==> src/sv/protocol_event_trigger_core_assert.svh <==
// Assertion macros for the protocol event trigger core.
// Included by the top level; expects clk and rst_n in scope.
`ifndef PROTOCOL_EVENT_TRIGGER_CORE_ASSERT_SVH
`define PROTOCOL_EVENT_TRIGGER_CORE_ASSERT_SVH

`ifndef SYNTH
`define PETC_ASSERT_IMPLY(lbl, ante, cons) \
    lbl: assert property (@(posedge clk) disable iff (!rst_n) (ante) |-> (cons)) \
        else $error("assertion failed: same-cycle implication");
`define PETC_ASSERT_NEXT(lbl, ante, cons) \
    lbl: assert property (@(posedge clk) disable iff (!rst_n) (ante) |=> (cons)) \
        else $error("assertion failed: next-cycle implication");
`else
`define PETC_ASSERT_IMPLY(lbl, ante, cons)
`define PETC_ASSERT_NEXT(lbl, ante, cons)
`endif

`endif

==> src/sv/petc_pkg.sv <==
// Shared types, codes and constants of the protocol event trigger core.
// No dependencies; imported by every module of the block.
package petc_pkg;

    localparam int FILTER_SLOTS_DEF = 8;
    localparam int SLOT_W           = 6;
    localparam int MTYPE_W          = 5;
    localparam int DOCS_W           = 3;
    localparam int EV_W             = 4;
    localparam int MODE_W           = 4;
    localparam int CNT_W            = 32;
    localparam int CFG_IDX_W        = 3;
    localparam int CFG_DATA_W       = 48;
    localparam int IN_TDATA_W       = 16;
    localparam int OUT_TDATA_W      = 40;

    // Register indexes
    localparam logic [CFG_IDX_W-1:0] REG_TRIGGER_MODE = 3'd0;
    localparam logic [CFG_IDX_W-1:0] REG_THRESHOLD    = 3'd1;
    localparam logic [CFG_IDX_W-1:0] REG_AUTO_REPEAT  = 3'd2;
    localparam logic [CFG_IDX_W-1:0] REG_FILTER_MASK  = 3'd3;
    localparam logic [CFG_IDX_W-1:0] REG_FILTER_TABLE = 3'd4;

    // Trigger modes
    localparam logic [MODE_W-1:0] MODE_OFF       = 4'd0;
    localparam logic [MODE_W-1:0] MODE_PREAMBLE  = 4'd1;
    localparam logic [MODE_W-1:0] MODE_CRC       = 4'd10;
    localparam logic [MODE_W-1:0] MODE_ANY_ERROR = 4'd11;

    // Event codes
    localparam logic [EV_W-1:0] EV_DATA          = 4'd3;
    localparam logic [EV_W-1:0] EV_COMPLETE      = 4'd4;
    localparam logic [EV_W-1:0] EV_HARD_RESET    = 4'd5;
    localparam logic [EV_W-1:0] EV_RUNT          = 4'd6;
    localparam logic [EV_W-1:0] EV_CRC           = 4'd9;
    localparam logic [EV_W-1:0] EV_TMO_PRE_START = 4'd10;

    localparam logic CMD_REARM = 1'b1;

    typedef enum logic [1:0] {
        ST_IDLE      = 2'd0,
        ST_ARMED     = 2'd1,
        ST_TRIGGERED = 2'd2
    } status_t;

    typedef struct packed {
        logic [MODE_W-1:0] trigger_mode;
        logic [CNT_W-1:0]  event_threshold;
        logic              auto_repeat;
    } cfg_t;

    typedef struct packed {
        logic             counted;
        logic             sync_pulse;
        logic [CNT_W-1:0] event_total;
        status_t          trigger_status;
    } result_t;

endpackage

==> src/sv/petc_cfg_regs.sv <==
// Configuration register file of the protocol event trigger core.
// Depends on petc_pkg.
module petc_cfg_regs #(
    parameter int FILTER_SLOTS = petc_pkg::FILTER_SLOTS_DEF
) (
    input  logic                                     clk,
    input  logic                                     rst_n,
    input  logic                                     cfg_we,
    input  logic [petc_pkg::CFG_IDX_W-1:0]           cfg_index,
    input  logic [petc_pkg::CFG_DATA_W-1:0]          cfg_data,
    output petc_pkg::cfg_t                           cfg,
    output logic [FILTER_SLOTS-1:0]                  filt_mask,
    output logic [FILTER_SLOTS*petc_pkg::SLOT_W-1:0] filt_table,
    output logic                                     cfg_rearm
);
    import petc_pkg::*;

    cfg_t                           cfg_reg;
    logic [FILTER_SLOTS-1:0]        mask_reg;
    logic [FILTER_SLOTS*SLOT_W-1:0] table_reg;
    logic                           rearm_reg;

    always_ff @(posedge clk or negedge rst_n)
    begin
        if (!rst_n)
        begin
            cfg_reg.trigger_mode    <= MODE_OFF;
            cfg_reg.event_threshold <= CNT_W'(1);
            cfg_reg.auto_repeat     <= 1'b0;
            mask_reg                <= '0;
            table_reg               <= '0;
            rearm_reg               <= 1'b0;
        end
        else
        begin
            // writes to mode, threshold or repeat restart the count in the cycle after the write,
            // once the new mode is visible to the status logic
            rearm_reg <= cfg_we && (cfg_index inside {REG_TRIGGER_MODE, REG_THRESHOLD,
                                                     REG_AUTO_REPEAT});
            if (cfg_we)
            begin
                case (cfg_index)
                    REG_TRIGGER_MODE: cfg_reg.trigger_mode    <= cfg_data[MODE_W-1:0];
                    REG_THRESHOLD:    cfg_reg.event_threshold <= cfg_data[CNT_W-1:0];
                    REG_AUTO_REPEAT:  cfg_reg.auto_repeat     <= cfg_data[0];
                    REG_FILTER_MASK:  mask_reg  <= cfg_data[FILTER_SLOTS-1:0];
                    REG_FILTER_TABLE: table_reg <= cfg_data[FILTER_SLOTS*SLOT_W-1:0];
                    default: ;
                endcase
            end
        end
    end

    assign cfg_rearm  = rearm_reg;
    assign cfg        = cfg_reg;
    assign filt_mask  = mask_reg;
    assign filt_table = table_reg;

endmodule

==> src/sv/petc_match.sv <==
// Event matcher: trigger-mode decode and message-type filter compare.
// Depends on petc_pkg.
module petc_match #(
    parameter int FILTER_SLOTS = petc_pkg::FILTER_SLOTS_DEF
) (
    input  logic [petc_pkg::MODE_W-1:0]              trigger_mode,
    input  logic [FILTER_SLOTS-1:0]                  filt_mask,
    input  logic [FILTER_SLOTS*petc_pkg::SLOT_W-1:0] filt_table,
    input  logic [petc_pkg::EV_W-1:0]                event_code,
    input  logic                                     header_present,
    input  logic [petc_pkg::MTYPE_W-1:0]             message_type,
    input  logic [petc_pkg::DOCS_W-1:0]              data_object_count,
    output logic                                     hit
);
    import petc_pkg::*;

    logic              mode_ok;
    logic              hdr_known;
    logic              filt_on;
    logic              filt_hit;
    logic [SLOT_W-1:0] cand;

    always_comb
    begin
        mode_ok = 1'b0;
        if (trigger_mode inside {[MODE_PREAMBLE:MODE_CRC]})
            mode_ok = (event_code == (trigger_mode - MODE_W'(1)));
        else if (trigger_mode == MODE_ANY_ERROR)
            mode_ok = (event_code inside {[EV_RUNT:EV_CRC]});
    end

    always_comb
    begin
        if (event_code == EV_DATA)
            hdr_known = 1'b1;
        else if (event_code inside {EV_COMPLETE, EV_HARD_RESET, [EV_RUNT:EV_TMO_PRE_START]})
            hdr_known = header_present;
        else
            hdr_known = 1'b0;
    end

    assign cand    = {(data_object_count != '0), message_type};
    assign filt_on = |filt_mask;

    always_comb
    begin
        filt_hit = 1'b0;
        for (int i = 0; i < FILTER_SLOTS; i++)
            if (filt_mask[i] && (filt_table[i*SLOT_W +: SLOT_W] == cand))
                filt_hit = 1'b1;
    end

    assign hit = mode_ok && !(filt_on && hdr_known && !filt_hit);

endmodule

==> src/sv/petc_counter.sv <==
// Event counter, repeat phase and trigger status; builds one result per item.
// Depends on petc_pkg.
module petc_counter (
    input  logic              clk,
    input  logic              rst_n,
    input  petc_pkg::cfg_t    cfg,
    input  logic              cfg_rearm,
    input  logic              step,
    input  logic              rearm_cmd,
    input  logic              hit,
    output petc_pkg::result_t res
);
    import petc_pkg::*;

    status_t          status_reg,  status_next;
    logic [CNT_W-1:0] counter_reg, counter_next;
    logic [CNT_W-1:0] phase_reg,   phase_next;
    logic [CNT_W-1:0] cnt_inc;
    logic [CNT_W-1:0] ph_inc;
    logic             thr_nz;
    logic             pulse;
    status_t          rearm_status;

    assign cnt_inc      = counter_reg + CNT_W'(1);
    assign ph_inc       = phase_reg + CNT_W'(1);
    assign thr_nz       = (cfg.event_threshold != '0);
    assign rearm_status = (cfg.trigger_mode == MODE_OFF) ? ST_IDLE : ST_ARMED;

    always_comb
    begin
        status_next  = status_reg;
        counter_next = counter_reg;
        phase_next   = phase_reg;
        pulse        = 1'b0;
        if (rearm_cmd)
        begin
            status_next  = rearm_status;
            counter_next = '0;
            phase_next   = '0;
        end
        else if (hit)
        begin
            counter_next = cnt_inc;
            if (cfg.auto_repeat)
            begin
                if (thr_nz && (ph_inc >= cfg.event_threshold))
                begin
                    phase_next = '0;
                    pulse      = 1'b1;
                end
                else
                    phase_next = ph_inc;
            end
            else if (thr_nz && (cnt_inc == cfg.event_threshold))
            begin
                status_next = ST_TRIGGERED;
                pulse       = 1'b1;
            end
        end
    end

    always_ff @(posedge clk or negedge rst_n)
    begin
        if (!rst_n)
        begin
            status_reg  <= ST_IDLE;
            counter_reg <= '0;
            phase_reg   <= '0;
        end
        else if (cfg_rearm)
        begin
            status_reg  <= rearm_status;
            counter_reg <= '0;
            phase_reg   <= '0;
        end
        else if (step)
        begin
            status_reg  <= status_next;
            counter_reg <= counter_next;
            phase_reg   <= phase_next;
        end
    end

    assign res.trigger_status = status_next;
    assign res.event_total    = counter_next;
    assign res.sync_pulse     = pulse;
    assign res.counted        = !rearm_cmd && hit;

endmodule

==> src/sv/protocol_event_trigger_core.sv <==
// Top level of the protocol event trigger core.
// Depends on petc_pkg, petc_cfg_regs, petc_match, petc_counter and the assert header.
//
//  channel | dir | handshake          | payload
//  --------+-----+--------------------+-----------------------------------------
//  s_      | in  | s_tvalid/s_tready  | tuser: command; tdata: event fields
//  m_      | out | m_tvalid/m_tready  | tdata: status, total, pulse, counted
//  cfg_    | in  | cfg_we             | cfg_index, cfg_data
//
// One transfer in per cycle while the output is not stalled, one result out per item.
// Input register feeds the matcher and counter; the result register holds the
// result until taken. A stalled output stops the input register only when full.
// rst_n clears counter, status, config and all valid flags.
module protocol_event_trigger_core #(
    parameter int FILTER_SLOTS = petc_pkg::FILTER_SLOTS_DEF
) (
    input  logic                              clk,
    input  logic                              rst_n,
    input  logic                              s_tvalid,
    output logic                              s_tready,
    // [3:0] event_code, [4] header_present, [9:5] message_type,
    // [12:10] data_object_count, [15:13] zero
    input  logic [petc_pkg::IN_TDATA_W-1:0]   s_tdata,
    // [0] command
    input  logic                              s_tuser,
    output logic                              m_tvalid,
    input  logic                              m_tready,
    // [1:0] trigger_status, [33:2] event_total, [34] sync_pulse,
    // [35] counted, [39:36] zero
    output logic [petc_pkg::OUT_TDATA_W-1:0]  m_tdata,
    input  logic                              cfg_we,
    input  logic [petc_pkg::CFG_IDX_W-1:0]    cfg_index,
    input  logic [petc_pkg::CFG_DATA_W-1:0]   cfg_data
);
    import petc_pkg::*;

    `include "protocol_event_trigger_core_assert.svh"

    cfg_t                           cfg;
    logic [FILTER_SLOTS-1:0]        filt_mask;
    logic [FILTER_SLOTS*SLOT_W-1:0] filt_table;
    logic                           cfg_rearm;

    logic               in_valid_reg;
    logic               in_cmd_reg;
    logic [EV_W-1:0]    in_ev_reg;
    logic               in_hdr_reg;
    logic [MTYPE_W-1:0] in_mtype_reg;
    logic [DOCS_W-1:0]  in_docs_reg;

    logic               out_valid_reg;
    result_t            out_res_reg;

    logic               advance;
    logic               hit;
    result_t            res;

    assign advance  = in_valid_reg && (!out_valid_reg || m_tready);
    assign s_tready = !in_valid_reg || advance;

    petc_cfg_regs #(
        .FILTER_SLOTS(FILTER_SLOTS)
    ) u_cfg (
        .clk        (clk),
        .rst_n      (rst_n),
        .cfg_we     (cfg_we),
        .cfg_index  (cfg_index),
        .cfg_data   (cfg_data),
        .cfg        (cfg),
        .filt_mask  (filt_mask),
        .filt_table (filt_table),
        .cfg_rearm  (cfg_rearm)
    );

    petc_match #(
        .FILTER_SLOTS(FILTER_SLOTS)
    ) u_match (
        .trigger_mode      (cfg.trigger_mode),
        .filt_mask         (filt_mask),
        .filt_table        (filt_table),
        .event_code        (in_ev_reg),
        .header_present    (in_hdr_reg),
        .message_type      (in_mtype_reg),
        .data_object_count (in_docs_reg),
        .hit               (hit)
    );

    petc_counter u_counter (
        .clk       (clk),
        .rst_n     (rst_n),
        .cfg       (cfg),
        .cfg_rearm (cfg_rearm),
        .step      (advance),
        .rearm_cmd (in_cmd_reg == CMD_REARM),
        .hit       (hit),
        .res       (res)
    );

    always_ff @(posedge clk or negedge rst_n)
    begin
        if (!rst_n)
        begin
            in_valid_reg  <= 1'b0;
            out_valid_reg <= 1'b0;
        end
        else
        begin
            if (s_tready)
                in_valid_reg <= s_tvalid;
            if (advance)
                out_valid_reg <= 1'b1;
            else if (m_tready)
                out_valid_reg <= 1'b0;
        end
    end

    always_ff @(posedge clk)
    begin
        if (s_tvalid && s_tready)
        begin
            in_cmd_reg   <= s_tuser;
            in_ev_reg    <= s_tdata[3:0];
            in_hdr_reg   <= s_tdata[4];
            in_mtype_reg <= s_tdata[9:5];
            in_docs_reg  <= s_tdata[12:10];
        end
        if (advance)
            out_res_reg <= res;
    end

    assign m_tvalid = out_valid_reg;
    assign m_tdata  = {(OUT_TDATA_W - $bits(result_t))'(0), out_res_reg};

    `PETC_ASSERT_IMPLY(a_pulse_needs_count, out_valid_reg && out_res_reg.sync_pulse,
                       out_res_reg.counted)
    `PETC_ASSERT_IMPLY(a_once_pulse_triggers,
                       out_valid_reg && out_res_reg.sync_pulse && !cfg.auto_repeat,
                       out_res_reg.trigger_status == ST_TRIGGERED)
    `PETC_ASSERT_NEXT(a_rearm_clears_total, advance && (in_cmd_reg == CMD_REARM),
                      (out_res_reg.event_total == '0) && !out_res_reg.counted)

endmodule

==> config.mk <==
export PLATFORM = sky130hd
export DESIGN_NAME = protocol_event_trigger_core
export DESIGN_NICKNAME = d
export VERILOG_FILES = /design/src/sv/petc_pkg.sv /design/src/sv/petc_cfg_regs.sv /design/src/sv/petc_match.sv /design/src/sv/petc_counter.sv /design/src/sv/protocol_event_trigger_core.sv
export VERILOG_INCLUDE_DIRS = /design/src /design/src/sv
export SDC_FILE = /design/constraint.sdc
export NUM_CORES = 1
export LEC_CHECK = 0
export CORE_UTILIZATION = 60
export CTS_CLUSTER_SIZE = 25
export DETAILED_ROUTE_END_ITERATION = 10
export DONT_BUFFER_PORTS = 1
export HOLD_SLACK_MARGIN = 0.08
export PLACE_DENSITY = 0.76
export SETUP_SLACK_MARGIN = 0.5
export SLEW_MARGIN = 20
export SYNTH_ARGS = -nofsm -noshare
export SYNTH_HDL_FRONTEND = slang
export SYNTH_SLANG_ARGS = --single-unit
==> constraint.sdc <==
create_clock -name clk -period 5.5 [get_ports clk]
set_input_delay 0.55 -clock clk [delete_from_list [all_inputs] [get_ports clk]]
set_output_delay 0.55 -clock clk [all_outputs]
set_load 0.02 [all_outputs]
Word-level counts from Yosys, hierarchy flattened:

Cells that the tools add are included.

* flip-flop bits (word level): 212
* bits in latches: 0
* RAM bits: 0
* bits in read-only memories: 0
* bits of input ports: 73
* output and inout bits: 42
* logic and storage cells: 127
* memories kept: 0

* add/subtract/negate cells: 3
* $mul: 0
* div/mod/pow operators: 0
* $lt $le $gt $ge: 6
* equal/unequal tests: 18
* shift operators: 0
* muxes and demuxes: 34
* bitwise logic cells: 1
* reductions and logical operators: 45

Operator list (number)
* 32-bit two-way mux: 10
* 32-bit by 1-bit adder with 32-bit output, second input constant: 2
* 6-bit == test: 8
* 32-bit == test: 1
* 32-bit greater-or-equal comparator: 1
* 32-bit nonzero test: 1
* 1-bit logical AND: 20
* 1-bit two-way mux: 18
* 3-bit nonzero test: 5
* 4-bit less-or-equal comparator, second input constant: 3
* 2-bit two-way mux: 6
* 2-bit AND reduction: 5
* 4-bit by 3-bit == test with 1-bit output, second input constant: 2
* 8-bit OR reduction: 1
* 3-bit by 2-bit == test with 1-bit output, second input constant: 2
* 1-bit logical NOT: 5
* 4-bit by 2-bit == test with 1-bit output, second input constant: 1
* 4-bit == test: 1
* 4-bit == test, second input constant: 1
* 4-bit by 1-bit greater-or-equal comparator with 1-bit output, second input constant: 1
* 4-bit by 3-bit greater-or-equal comparator with 1-bit output, second input constant: 1
* 4-bit logical NOT: 1
* 2-bit nonzero test: 2
* 4-bit by 1-bit subtractor with 4-bit output, second input constant: 1
* other kinds (7): 8

Longest topological paths before layout:

Gate-level depths: netlist of the first run.

* word-level depth: 19
* gate-level depth with buffers: 19
* mapped depth without buffers: 18

Cells and area by module:

A second synthesis of the first run with hierarchy kept.

* cells, all modules: 1161
* area total of the unflattened synthesis: 12453.2 um2

Modules (own cells, without submodules)
* petc_counter: instances 1, cells an instance 780, area each 6428.7 um2, seq. area each 1651.6 um2
* petc_cfg_regs: instances 1, cells an instance 203, area each 3535.9 um2, seq. area each 2353.5 um2
* protocol_event_trigger_core: instances 1, cells an instance 63, area each 1639.1 um2, seq. area each 1551.5 um2
* petc_match: instances 1, cells an instance 115, area each 849.6 um2, seq. area each 0.0 um2

Worst setup path after synthesis of the first run:

Ideal clock, no wire load.

* path type: register to register
* from: reg u_counter.phase_reg[0]
* to: reg u_counter.phase_reg[24]
* library setup time: 0.064 ns
* arrival time: 4.025 ns
* data required time: 5.436 ns
* setup slack: 1.411 ns
* stages on the path, launching flop included: 16
* buffers on the path: 1
* clock period less this slack: 4.089 ns
* path through: dfrtp_1 -> ha_1 -> nand2_1 -> nor4_1 -> and2_1 -> nand4_1 -> or3_1 -> nand2_1 -> ha_1 -> and4_1 -> a221o_1 -> o41ai_1 -> nand4b_2 -> clkbuf_1 -> nor3_1 -> a21o_1

* cells in the longest elaborated chain, start to end: 9

Ends and longest elaborated chain
* from (decl): line petc_counter.sv:17 `logic [CNT_W-1:0] phase_reg, phase_next;`
* from (signal assigned): line petc_counter.sv:80 `phase_reg <= phase_next;`
* 32-bit by 1-bit adder with 32-bit output (*): line petc_counter.sv:25 `assign ph_inc = phase_reg + CNT_W'(1);`
* 32-bit greater-or-equal comparator: line petc_counter.sv:46 `if (thr_nz && (ph_inc >= cfg.event_threshold))`
* 1-bit logical AND: line petc_counter.sv:46
* 32-bit two-way mux (*): line petc_counter.sv:46
* 32-bit two-way mux (*): line petc_counter.sv:44 `if (cfg.auto_repeat)`
* 32-bit two-way mux (*): line petc_counter.sv:41 `else if (hit)`
* 32-bit two-way mux (*): line petc_counter.sv:35 `if (rearm_cmd)`
* 32-bit two-way mux (*): line petc_counter.sv:76 `else if (step)`
* 32-bit two-way mux (*): line petc_counter.sv:70 `else if (cfg_rearm)`

Every way passes the cells marked *; elsewhere a longest branch is shown, timed or not. The select of a mux whose other input is x is not followed.
A chain may end at the register's enable or synchronous reset.

Worst setup path in the final report of the first run:

* from: reg u_counter.phase_reg[0]
* to: reg u_counter.phase_reg[29]

Same word-level chain as after synthesis.

==> impl_metrics.prom, run 1 <==
# TYPE chip_impl_metric gauge
chip_impl_metric{name="power.ir.vdd_worst",unit="mV"} 0.299
chip_impl_metric{name="worst_setup_hold_path_clk_slew",unit="ps"} 60
chip_impl_metric{name="number_of_rows_created_at_floorplan",unit=""} 51
chip_impl_metric{name="synth_edf_count",unit=""} 50
chip_impl_metric{name="rrSetupSlack",unit="ps"} 920
chip_impl_info{name="synth_top_cells_by_area",value="dfrtp_1 33%, edfxtp_1 12%, xnor2_1 5.7%, mux2_2 5.2%, xor2_1 4.2%"} 1
chip_impl_info{name="outcome",value="complete, no violations"} 1
chip_impl_metric{name="largest_net_degree_at_the_start_of_global_routing",unit=""} 163
chip_impl_metric{name="design_power_total",unit="mW"} 4.13
chip_impl_info{name="unrepaired_setup_endpoints_after_global_routing",value="no"} 1
chip_impl_metric{name="arrival",unit="ps"} 5030
chip_impl_metric{name="first_global_vias",unit=""} 9175
chip_impl_metric{name="finalCritPeriodShare",unit="%"} 83.3
chip_impl_metric{name="gp_congestion",unit=""} 0.974
chip_impl_metric{name="hold_fails_final_rpt",unit=""} 0
chip_impl_info{name="path_cells",value="ha_1 > nand2_1 > nor4_4 > and2_1 > nand4_1 > nand2b_1 > xnor2_1 > ha_1 > a21oi_1 > nand2_1 > a221o_1 > o41ai_2 > and4b_1 > buf_4 > and3_1 > a211o_1"} 1
chip_impl_info{name="post-synth-top-count-cell",value="dfrtp_1"} 1
chip_impl_metric{name="detail_route.drc_violations",unit=""} 0
chip_impl_metric{name="timing.final.crit_period",unit="ps"} 4580
chip_impl_metric{name="setup-tns-final",unit="ps"} 0
chip_impl_metric{name="post_synth_num_cell_types",unit=""} 73
chip_impl_metric{name="cts_num_sinks",unit=""} 212
chip_impl_metric{name="netlist.area_leader.share",unit="%"} 32.9
chip_impl_info{name="cts_tree",value="built"} 1
chip_impl_metric{name="largest_register_ff_count",unit=""} 48
chip_impl_metric{name="slew_headroom",unit="%"} 36.7
chip_impl_metric{name="ant_nets",unit=""} 0
chip_impl_metric{name="measured_slew_at_the_worst_slew_check_pin",unit="ps"} 948
chip_impl_info{name="synth_largest_area_cell",value="dfrtp_1"} 1
chip_impl_metric{name="half_perimeter_wire_length_after_detailed_placement",unit="um"} 21200
chip_impl_info{name="beginning_of_the_worst_register_to_register_path",value="u_counter.phase_reg[0]$_DFFE_PN0P_"} 1
chip_impl_metric{name="num-fill-cells",unit=""} 1519
chip_impl_metric{name="wl",unit="um"} 30300
chip_impl_metric{name="clkLatencyLatePin",unit="ps"} 520
chip_impl_metric{name="synth-warning-count",unit=""} 0
chip_impl_info{name="critPathTopFamily",value="simple AND/OR/NAND/NOR gates"} 1
chip_impl_metric{name="route.detailed.wl_per_inst",unit="um"} 20.4
chip_impl_info{name="root_buffer",value="clkbuf_16"} 1
chip_impl_metric{name="r2r.worst_path.cells",unit=""} 16
chip_impl_metric{name="synth.yosys.seq_area_share",unit="%"} 45.4
chip_impl_info{name="synth-main-ff-cell",value="dfrtp_1"} 1
chip_impl_metric{name="core_region_area",unit="um2"} 19700
chip_impl_metric{name="detailroute.via_count",unit=""} 9425
chip_impl_metric{name="synthesis.area",unit="um2"} 12200
chip_impl_info{name="setup.worst_path.class",value="reg -> reg"} 1
chip_impl_info{name="synth_commonest_cells",value="161 x dfrtp_1, 116 x nand2_1, 86 x o21ai_0"} 1
chip_impl_metric{name="die_height",unit="um"} 145
chip_impl_metric{name="cap_viol_max_count",unit=""} 0
chip_impl_metric{name="worstPathBufferInverterCount",unit=""} 1
chip_impl_info{name="setup.worst_path.end_class",value="register"} 1
chip_impl_metric{name="fmaxAchievable",unit="GHz"} 0.218
chip_impl_metric{name="drt_first_pass_iters",unit=""} 5
chip_impl_metric{name="die-area",unit="um2"} 21000
chip_impl_info{name="setup.worst_path.start_class",value="register"} 1
chip_impl_metric{name="grt_pass1_wl",unit="um"} 48500
chip_impl_metric{name="placement.cell_area",unit="um2"} 12400
chip_impl_metric{name="power.density_cell_area",unit="nW/um2"} 314
chip_impl_info{name="critical-path-slowest-cell",value="o41ai_2"} 1
chip_impl_metric{name="asyncSetResetFlopFracSynth",unit="%"} 76.4
chip_impl_metric{name="setup_viol",unit=""} 0
chip_impl_metric{name="die-width",unit="um"} 145
chip_impl_metric{name="syn-instance-count",unit=""} 1243
chip_impl_metric{name="ctsLongestPathBuffers",unit=""} 3
chip_impl_metric{name="cts_max_level",unit=""} 1
chip_impl_metric{name="grt_antenna_before_repair",unit=""} 0
chip_impl_metric{name="initial_utilization",unit="%"} 62.1
chip_impl_info{name="worst_hold_path_type",value="in -> async"} 1
chip_impl_metric{name="syn2layout_area_growth",unit="%"} 7.33
chip_impl_metric{name="vias_per_cell",unit=""} 6.33
chip_impl_metric{name="grt_use_total",unit="%"} 30.1
chip_impl_info{name="rr_endpoint",value="u_counter.phase_reg[29]$_DFFE_PN0P_"} 1
chip_impl_metric{name="finish.net_count",unit=""} 1320
chip_impl_metric{name="numPortBuffers",unit=""} 0
chip_impl_metric{name="power_leakage",unit="nW"} 5.54
chip_impl_metric{name="number_of_max_slew_violations_in_the_final_report",unit=""} 0
chip_impl_metric{name="post_route_cells_drive_above_1_share",unit="%"} 10.5
chip_impl_metric{name="mean_instance_size_in_the_synthesized_netlist",unit="um2"} 9.85
chip_impl_metric{name="global_route_total_overflow",unit=""} 0
chip_impl_metric{name="crit_required",unit="ps"} 5950
chip_impl_metric{name="worst_path_largest_cell_delay",unit="ps"} 490
chip_impl_metric{name="crit_fanout",unit=""} 20
chip_impl_metric{name="cts_made_buffers",unit=""} 23
chip_impl_metric{name="top_level_ports",unit=""} 115
chip_impl_metric{name="finalInstanceArea",unit="um2"} 13100
chip_impl_metric{name="initialDrtViolationCount",unit=""} 674
chip_impl_metric{name="synth.ff_latch_count",unit=""} 212
chip_impl_metric{name="fin_skew",unit="ps"} 11.7
chip_impl_metric{name="antenna_cells_inserted",unit=""} 0
## through the flow
step / hold WS, ps / util [%] / worst slack (ps) / std cells
after CTS: 112 / 66.5 / 536 / 1489
after global placement: 257 / 62.7 / 646 / 1447
after global routing: 112 / 66.6 / 566 / 1489
final: 80.9 / 66.6 / 921 / 1489
after detailed placement: 256 / 62.7 / 564 / 1447
after floorplan: 254 / - / 1410 / 1246
## cell families (layout without fill, tap and decap cells)
family	Yosys count	after routing	share of synthesized area, %
buffers and inverters	130	108	4.53
other	1	4	0.0306
AOI/OAI and AO/OA	257	257	13.5
xor gates and xnor gates	137	137	9.80
and+or+nand+nor	410	410	17.5
DFF	212	212	45.4
adders and majority gates	39	39	3.99
muxes	57	57	5.23
## worst max path at each step
stage                     slack [ps]                                  end                          startpoint  cells after the start
final                            920  u_counter.phase_reg[29]$_DFFE_PN0P_  u_counter.phase_reg[0]$_DFFE_PN0P_                     16
after CTS                        540  u_counter.phase_reg[29]$_DFFE_PN0P_  u_counter.phase_reg[0]$_DFFE_PN0P_                     16
after global routing             570   u_counter.phase_reg[5]$_DFFE_PN0P_  u_counter.phase_reg[0]$_DFFE_PN0P_                     16
after global placement           650   u_counter.phase_reg[5]$_DFFE_PN0P_  u_counter.phase_reg[0]$_DFFE_PN0P_                     15
after floorplan                 1410  u_counter.phase_reg[24]$_DFFE_PN0P_  u_counter.phase_reg[0]$_DFFE_PN0P_                     15
after detailed placement         560  u_counter.phase_reg[29]$_DFFE_PN0P_  u_counter.phase_reg[0]$_DFFE_PN0P_                     15
## per-layer routing
metal | wire, um | GRT usage [%]
met4 | 1020 | 10.3
met2 | 14600 | 49.9
met1 | 12700 | 39.6
met3 | 2100 | 5.63
met5 | 0 | 0
## placed cells by master, fill, tap and decap left out, drive strengths merged, types with 49 or more instances in the layout
cell	instances
mux2	56
nand2	116
nor2	58
inv	55
edfxtp	50
nand3	49
o21ai	87
xnor2	79
dfrtp	161
xor2	58
## worst register-to-register path, delay by kind of cell (launching register included)
kind	cells	cell delay (ps)
simple gates	8	2050
compound gates	4	1080
fa+ha+maj	2	490
flops	1	410
buf+inv	1	280
xor+xnor	1	200
## layout make-up
type | instances | area [um2] | area share (%)
inverter | 54 | 203 | 1.54
timing repair buffer | 13 | 118 | 0.895
clock buffer | 34 | 687 | 5.23
tap | 265 | 332 | 2.52
multi-input combinational | 904 | 6200 | 47.2
clock inverter | 7 | 41.3 | 0.314
sequential | 212 | 5560 | 42.3
## where the power goes
group	leakage [nW]	internal, mW	switching (mW)
combinational	2.61	0.278	0.348
sequential	2.57	1.80	0.210
clock	0.363	0.862	0.633
total	5.54	2.94	1.19
## what timing repair did
item	in CTS	in global routing
buffers inserted	0	0
hold buffers	1	0
endpoints found under the setup margin	0	33
resized for setup	0	3
hold endpoints to repair	162	0
(Power assumes the default switching activity.)
==> inputs of run 2 (changes only) <==
Clock period 5.5 ns to 4.4 ns, I/O delays scaled along.
==> impl_metrics.prom, run 2 (same netlist as run 1, synthesis figures left out) <==
# TYPE chip_impl_metric gauge
chip_impl_info{name="outcome",value="finished with violations"} 1
chip_impl_info{name="failed_checks",value="negative hold slack"} 1
chip_impl_info{name="setup.worst_path.end_class",value="register"} 1
chip_impl_info{name="setup.worst_path.class",value="reg -> reg"} 1
chip_impl_metric{name="fmaxAchievable",unit="GHz"} 0.240
chip_impl_metric{name="worst_setup_hold_path_clk_slew",unit="ps"} 60
chip_impl_metric{name="initial_utilization",unit="%"} 62.1
chip_impl_info{name="cts_tree",value="built"} 1
chip_impl_metric{name="vias_per_cell",unit=""} 6.56
chip_impl_metric{name="largest_net_degree_at_the_start_of_global_routing",unit=""} 163
chip_impl_metric{name="finalInstanceArea",unit="um2"} 14500
chip_impl_metric{name="crit_fanout",unit=""} 14
chip_impl_metric{name="cts_max_level",unit=""} 1
chip_impl_metric{name="half_perimeter_wire_length_after_detailed_placement",unit="um"} 20900
chip_impl_metric{name="core_region_area",unit="um2"} 19700
chip_impl_metric{name="post_route_cells_drive_above_1_share",unit="%"} 15.7
chip_impl_metric{name="slew_headroom",unit="%"} 28.4
chip_impl_info{name="layout_commonest_cell",value="dfrtp_1"} 1
chip_impl_metric{name="timing.final.crit_period",unit="ps"} 4160
chip_impl_metric{name="syn2layout_area_growth",unit="%"} 18.9
chip_impl_metric{name="first_global_vias",unit=""} 9869
chip_impl_metric{name="power.density_cell_area",unit="nW/um2"} 375
chip_impl_metric{name="drt_first_pass_iters",unit=""} 6
chip_impl_metric{name="clkLatencyLatePin",unit="ps"} 540
chip_impl_metric{name="measured_slew_at_the_worst_slew_check_pin",unit="ps"} 1060
chip_impl_metric{name="setup-tns-final",unit="ps"} 0
chip_impl_metric{name="initialDrtViolationCount",unit=""} 1101
chip_impl_info{name="worst_hold_path_type",value="in -> async"} 1
chip_impl_metric{name="largest_register_ff_count",unit=""} 48
chip_impl_metric{name="grt_pass1_wl",unit="um"} 52700
chip_impl_metric{name="power.ir.vdd_worst",unit="mV"} 0.339
chip_impl_metric{name="numPortBuffers",unit=""} 0
chip_impl_metric{name="finish.net_count",unit=""} 1425
chip_impl_metric{name="number_of_max_slew_violations_in_the_final_report",unit=""} 0
chip_impl_metric{name="placement.cell_area",unit="um2"} 12500
chip_impl_metric{name="top_level_ports",unit=""} 115
chip_impl_metric{name="hold_ws",unit="ps"} -398
chip_impl_metric{name="fin_skew",unit="ps"} 13.7
chip_impl_metric{name="finalCritPeriodShare",unit="%"} 94.6
chip_impl_metric{name="multi_input_combinational_cell_area",unit="um2"} 6460
chip_impl_metric{name="ant_nets",unit=""} 0
chip_impl_metric{name="die-area",unit="um2"} 21000
chip_impl_metric{name="detailroute.via_count",unit=""} 10500
chip_impl_metric{name="grtUsageMet3",unit="%"} 4.71
chip_impl_metric{name="crit_required",unit="ps"} 4870
chip_impl_metric{name="detail_route.drc_violations",unit=""} 0
chip_impl_info{name="unrepaired_setup_endpoints_after_global_routing",value="yes"} 1
chip_impl_metric{name="cts_num_sinks",unit=""} 212
chip_impl_metric{name="global_route_total_overflow",unit=""} 0
chip_impl_metric{name="grt_use_total",unit="%"} 32.9
chip_impl_info{name="setup.worst_path.start_class",value="register"} 1
chip_impl_metric{name="met2_usage",unit="%"} 54.7
chip_impl_info{name="root_buffer",value="clkbuf_16"} 1
chip_impl_metric{name="arrival",unit="ps"} 4630
chip_impl_metric{name="number_of_rows_created_at_floorplan",unit=""} 51
chip_impl_info{name="mostFrequentLayoutCells",value="160 x dfrtp_1, 114 x nand2_1, 85 x o21ai_0, 76 x xnor2_1, 66 x dlygate4sd3_1"} 1
chip_impl_metric{name="die_height",unit="um"} 145
chip_impl_metric{name="die-width",unit="um"} 145
chip_impl_metric{name="route.detailed.wl_per_inst",unit="um"} 22.1
chip_impl_metric{name="gp_congestion",unit=""} 0.954
chip_impl_info{name="top_usage_layer",value="met2"} 1
chip_impl_metric{name="num-fill-cells",unit=""} 1201
chip_impl_metric{name="wl",unit="um"} 35400
chip_impl_metric{name="grt_antenna_before_repair",unit=""} 4
chip_impl_metric{name="ff_latch_area",unit="um2"} 5560
chip_impl_metric{name="power_leakage",unit="nW"} 6.15
chip_impl_metric{name="cap_viol_max_count",unit=""} 0
chip_impl_metric{name="setup_viol",unit=""} 0
chip_impl_metric{name="ctsLongestPathBuffers",unit=""} 3
chip_impl_metric{name="m1_gr_usage",unit="%"} 42.6
chip_impl_metric{name="cts_made_buffers",unit=""} 25
chip_impl_metric{name="hold_fails_final_rpt",unit=""} 162
## run 2: power by group
group / switching, mW / leakage, nW / internal, mW / total (mW)
clock network: 0.855 / 0.403 / 1.19 / 2.04
logic: 0.479 / 3.18 / 0.402 / 0.881
registers: 0.279 / 2.57 / 2.25 / 2.52
## run 2: what timing repair did
| item | in CTS | in global routing |
|---|---|---|
| resized for setup | 24 | 38 |
| gates cloned | 2 | 3 |
| setup buffers | 19 | 6 |
| hold buffers | 65 | 1 |
| endpoints found under the hold margin | 268 | 163 |
| pin swaps | 11 | 33 |
| endpoints found under the setup margin | 33 | 33 |
## run 2: area by class of cell
type	instances	area share, %
well taps	265	2.28
clock inverters	14	0.757
flip-flops and latches	212	38.2
diodes	6	0.103
inverters	54	1.39
multi-input cells	904	44.4
clock buffers	32	4.83
repair buffers	116	8.03
## run 2: layer usage
metal,part of all wire (%),vias up
li1,-,4620
met1,39,5106
met2,48,631
met3,8.2,155
met4,4.9,0
met5,0,-
## run 2: worst paths after layout
path / start / end / slack (ps) / depth (start not counted)
setup reg to reg: u_counter.phase_reg[0]$_DFFE_PN0P_ / u_counter.phase_reg[5]$_DFFE_PN0P_ / 240 / 17
min in group clk: cfg_data[7] / u_cfg.cfg[8]$_DFFE_PN0P_ / 100 / 2
max in group asynchronous: rst_n / u_cfg.cfg[1]$_DFFE_PN1P_ / 4530 / 0
setup / recovery: u_counter.phase_reg[0]$_DFFE_PN0P_ / u_counter.phase_reg[5]$_DFFE_PN0P_ / 240 / 17
hold / removal: rst_n / u_cfg.filt_table[36]$_DFFE_PN0P_ / -400 / 0
hold reg to reg: in_valid_reg$_DFFE_PN0N_ / m_tvalid$_DFFE_PN0P_ / 490 / 1
## run 2: critical path, stage by stage, from the launching register on
cell       delay, ps
dfrtp_1          420
ha_4             180
nand2_4           60
nor4_4           260
and2_4           210
nand4_1          260
or3_1            430
nand2_1           90
ha_1             220
nand2_1           90
o21ai_0           80
a221o_1          430
o41ai_4          410
buf_4            200
nand4b_4         180
clkbuf_16        250
nor3_1           190
a211o_1          130
## run 2: through the flow
step	hold slack, ps	utilization [%]	worst slack [ps]	std cells	total power, mW
6_report	-398	73.8	239	1603	5.45
5_1_grt	-409	73.8	41.8	1602	5.64
3_5_place_dp	147	63.1	204	1455	3.28
2_1_floorplan	144	-	536	1246	3.06
4_1_cts	-403	72.0	421	1587	5.36
3_3_place_gp	147	63.1	257	1455	3.24
==> inputs of run 3 (changes only) <==
Settings changed: RECOVER_POWER set to 100.
Clock period 4.4 ns to 4.71 ns, I/O delays scaled along.
==> impl_metrics.prom, run 3 (same netlist as run 1, synthesis figures left out) <==
# TYPE chip_impl_metric gauge
chip_impl_metric{name="half_perimeter_wire_length_after_detailed_placement",unit="um"} 21400
chip_impl_metric{name="grt_use_total",unit="%"} 31.9
chip_impl_metric{name="power_frac_comb",unit="%"} 15.4
chip_impl_metric{name="setup-tns-final",unit="ps"} 0
chip_impl_metric{name="route.detailed.wl_per_inst",unit="um"} 21.0
chip_impl_metric{name="measured_slew_at_the_worst_slew_check_pin",unit="ps"} 2770
chip_impl_metric{name="clkPwrFrac",unit="%"} 38.3
chip_impl_metric{name="finish.net_count",unit=""} 1385
chip_impl_metric{name="gp_congestion",unit=""} 0.927
chip_impl_metric{name="instances_no_fill",unit=""} 1556
chip_impl_metric{name="number_of_max_slew_violations_in_the_final_report",unit=""} 321
chip_impl_metric{name="cts_max_level",unit=""} 1
chip_impl_metric{name="initial_utilization",unit="%"} 62.1
chip_impl_metric{name="sequentialPowerShare",unit="%"} 46.3
chip_impl_info{name="rr_endpoint",value="u_counter.phase_reg[24]$_DFFE_PN0P_"} 1
chip_impl_info{name="cpMostUsedCell",value="and2_4"} 1
chip_impl_info{name="layout_commonest_cell",value="dfrtp_1"} 1
chip_impl_info{name="setup.worst_path.end_class",value="register"} 1
chip_impl_metric{name="finalCritPeriodShare",unit="%"} 90.9
chip_impl_metric{name="worst_setup_hold_path_clk_slew",unit="ps"} 60
chip_impl_info{name="setup.worst_path.class",value="reg -> reg"} 1
chip_impl_metric{name="drt_first_pass_iters",unit=""} 6
chip_impl_info{name="cts_tree",value="built"} 1
chip_impl_metric{name="clkLatencyLatePin",unit="ps"} 520
chip_impl_metric{name="vias_per_cell",unit=""} 6.40
chip_impl_metric{name="power_leakage",unit="nW"} 5.88
chip_impl_metric{name="cap_viol_max_count",unit=""} 4
chip_impl_metric{name="numPortBuffers",unit=""} 0
chip_impl_info{name="path_cells",value="and2_4 > nand4_1 > nor2_1 > and3_2 > and3_4 > and2_4 > nand3_2 > xnor2_1 > ha_1 > and4_1 > a221o_1 > o41ai_1 > clkbuf_1 > and4b_4 > clkbuf_16 > a211o_1 > a21o_1"} 1
chip_impl_metric{name="die-area",unit="um2"} 21000
chip_impl_info{name="worst_hold_path_type",value="in -> reg"} 1
chip_impl_metric{name="ctsLongestPathBuffers",unit=""} 3
chip_impl_metric{name="grt_antenna_before_repair",unit=""} 0
chip_impl_metric{name="crit_fanout",unit=""} 5
chip_impl_metric{name="hold_fails_final_rpt",unit=""} 0
chip_impl_metric{name="die-width",unit="um"} 145
chip_impl_metric{name="wl",unit="um"} 32700
chip_impl_metric{name="timing.final.crit_period",unit="ps"} 4280
chip_impl_info{name="root_buffer",value="clkbuf_16"} 1
chip_impl_metric{name="number_of_rows_created_at_floorplan",unit=""} 51
chip_impl_metric{name="crit_required",unit="ps"} 5170
chip_impl_metric{name="core_region_area",unit="um2"} 19700
chip_impl_metric{name="worst_path_largest_cell_delay",unit="ps"} 420
chip_impl_metric{name="switchingPower",unit="mW"} 1.43
chip_impl_metric{name="fmaxAchievable",unit="GHz"} 0.234
chip_impl_metric{name="ant_nets",unit=""} 0
chip_impl_metric{name="fin_skew",unit="ps"} 11.3
chip_impl_metric{name="first_global_vias",unit=""} 9739
chip_impl_metric{name="setup_viol",unit=""} 0
chip_impl_metric{name="whs_path_depth",unit=""} 2
chip_impl_info{name="outcome",value="finished with violations"} 1
chip_impl_metric{name="post_route_cells_drive_above_1_share",unit="%"} 12.6
chip_impl_metric{name="power.ir.vdd_worst",unit="mV"} 0.370
chip_impl_metric{name="initialDrtViolationCount",unit=""} 913
chip_impl_info{name="setup.worst_path.start_class",value="register"} 1
chip_impl_metric{name="detail_route.drc_violations",unit=""} 0
chip_impl_metric{name="p_int",unit="mW"} 3.64
chip_impl_metric{name="power.switching_fraction",unit="%"} 28.2
chip_impl_metric{name="num-fill-cells",unit=""} 1423
chip_impl_info{name="failed_checks",value="max-capacitance violations, max-slew violations"} 1
chip_impl_info{name="mostFrequentLayoutCells",value="159 x dfrtp_1, 115 x nand2_1, 85 x o21ai_0, 78 x xnor2_1, 58 x xor2_1"} 1
chip_impl_metric{name="slew_headroom",unit="%"} -84.6
chip_impl_metric{name="cts_made_buffers",unit=""} 24
chip_impl_metric{name="place.detailed.instances",unit=""} 1457
chip_impl_metric{name="largest_register_ff_count",unit=""} 48
chip_impl_metric{name="cts_num_sinks",unit=""} 212
chip_impl_info{name="worst_hold_path.endpoint",value="u_cfg.cfg[24]$_DFFE_PN0P_"} 1
chip_impl_metric{name="die_height",unit="um"} 145
chip_impl_metric{name="rrSetupSlack",unit="ps"} 430
chip_impl_metric{name="grt_pass1_wl",unit="um"} 51100
chip_impl_metric{name="antenna_cells_inserted",unit=""} 0
chip_impl_metric{name="top_level_ports",unit=""} 115
chip_impl_metric{name="syn2layout_area_growth",unit="%"} 13.0
chip_impl_info{name="critical-path-slowest-cell",value="dfrtp_1"} 1
chip_impl_metric{name="postLayoutCoreUtil",unit="%"} 70.2
chip_impl_metric{name="arrival",unit="ps"} 4740
chip_impl_metric{name="power.density_cell_area",unit="nW/um2"} 367
chip_impl_metric{name="largest_net_degree_at_the_start_of_global_routing",unit=""} 163
chip_impl_metric{name="global_route_total_overflow",unit=""} 0
chip_impl_metric{name="detailroute.via_count",unit=""} 9954
chip_impl_info{name="beginning_of_the_worst_register_to_register_path",value="u_counter.phase_reg[3]$_DFFE_PN0P_"} 1
chip_impl_info{name="unrepaired_setup_endpoints_after_global_routing",value="no"} 1
chip_impl_metric{name="r2r.worst_path.cells",unit=""} 17
chip_impl_info{name="hp-start",value="cfg_data[23]"} 1
==> run 3: cell count changes in the layout (fill, tap and decap cells not counted), sizes merged <==
| cell | delta |
|---|---|
| diode | -6 |
| clkinvlp | -1 |
| buf | -15 |
| dlygate4sd3 | -31 |
| bufinv | +2 |
| clkbuf | +7 |
| clkinv | -1 |
| inv | -2 |
==> run 3: metal layers <==
layer | wire, um | vias to the layer above | GRT usage (%) | share of wire, %
met5 | 0 | - | 0 | 0
met4 | 1080 | 0 | 11.1 | 3.3
met3 | 2360 | 77 | 5.30 | 7.2
met2 | 15900 | 452 | 54.0 | 49
met1 | 13400 | 4907 | 41.3 | 41
li1 | - | 4518 | - | -
==> run 3: power by group through the flow <==
stage / clock, mW / combinational (mW) / sequential (mW)
after global placement: 0 / 0.679 / 2.36
after global routing: 2.04 / 0.865 / 2.37
final: 1.94 / 0.779 / 2.35
after CTS: 1.96 / 0.768 / 2.33
after floorplan: 0 / 0.579 / 2.28
after detailed placement: 0 / 0.704 / 2.37
==> run 3: repair_timing <==
action                     4_1_cts  5_1_grt
resized for setup                2       25
setup endpoints to repair       32       33
gates cloned                     0        3
buffers inserted                 5       11
hold endpoints to repair       196        0
hold buffers                    36        0
pin swaps                        2        9
==> run 3: through the flow <==
| step | hold WS (ps) | instance area, um2 | worst slack, ps | power [mW] |
|---|---|---|---|---|
| 3_3_place_gp | 178 | 12500 | 450 | 3.04 |
| 4_1_cts | 83.4 | 13700 | 538 | 5.06 |
| 5_1_grt | 89.7 | 13800 | 262 | 5.28 |
| 6_report | 85.7 | 13800 | 428 | 5.07 |
| 2_1_floorplan | 175 | 12300 | 621 | 2.86 |
| 3_5_place_dp | 178 | 12500 | 314 | 3.07 |
==> run 3: area by class of cell <==
class                   count  area, um2  share of cell area [%]
inverters                  54        203                    1.46
clock buffers              32        692                    5.00
clock inverters            12        135                   0.977
well taps                 265        332                    2.40
multi-input cells         904       6220                    44.9
flip-flops and latches    212       5560                    40.2
repair buffers             77        699                    5.06
==> run 3: worst max-delay path, delay by kind of cell (launching register included) <==
family	cells	cell delay [ps]
xor gates and xnor gates	1	150
AOI/OAI and AO/OA	4	970
DFF	1	420
and+or+nand+nor	9	2010
adders and majority gates	1	290
buffers and inverters	2	390
==> run 3: how the worst max path moves through the flow <==
stage | from | endpoint | cells past startpoint
after CTS | u_counter.phase_reg[2]$_DFFE_PN0P_ | u_counter.phase_reg[29]$_DFFE_PN0P_ | 19
after global routing | u_counter.phase_reg[0]$_DFFE_PN0P_ | u_counter.phase_reg[29]$_DFFE_PN0P_ | 17
after global placement | u_counter.phase_reg[0]$_DFFE_PN0P_ | u_counter.phase_reg[5]$_DFFE_PN0P_ | 17
after floorplan | u_counter.phase_reg[0]$_DFFE_PN0P_ | u_counter.phase_reg[24]$_DFFE_PN0P_ | 15
final | u_counter.phase_reg[3]$_DFFE_PN0P_ | u_counter.phase_reg[24]$_DFFE_PN0P_ | 17
after detailed placement | u_counter.phase_reg[0]$_DFFE_PN0P_ | u_counter.phase_reg[19]$_DFFE_PN0P_ | 18
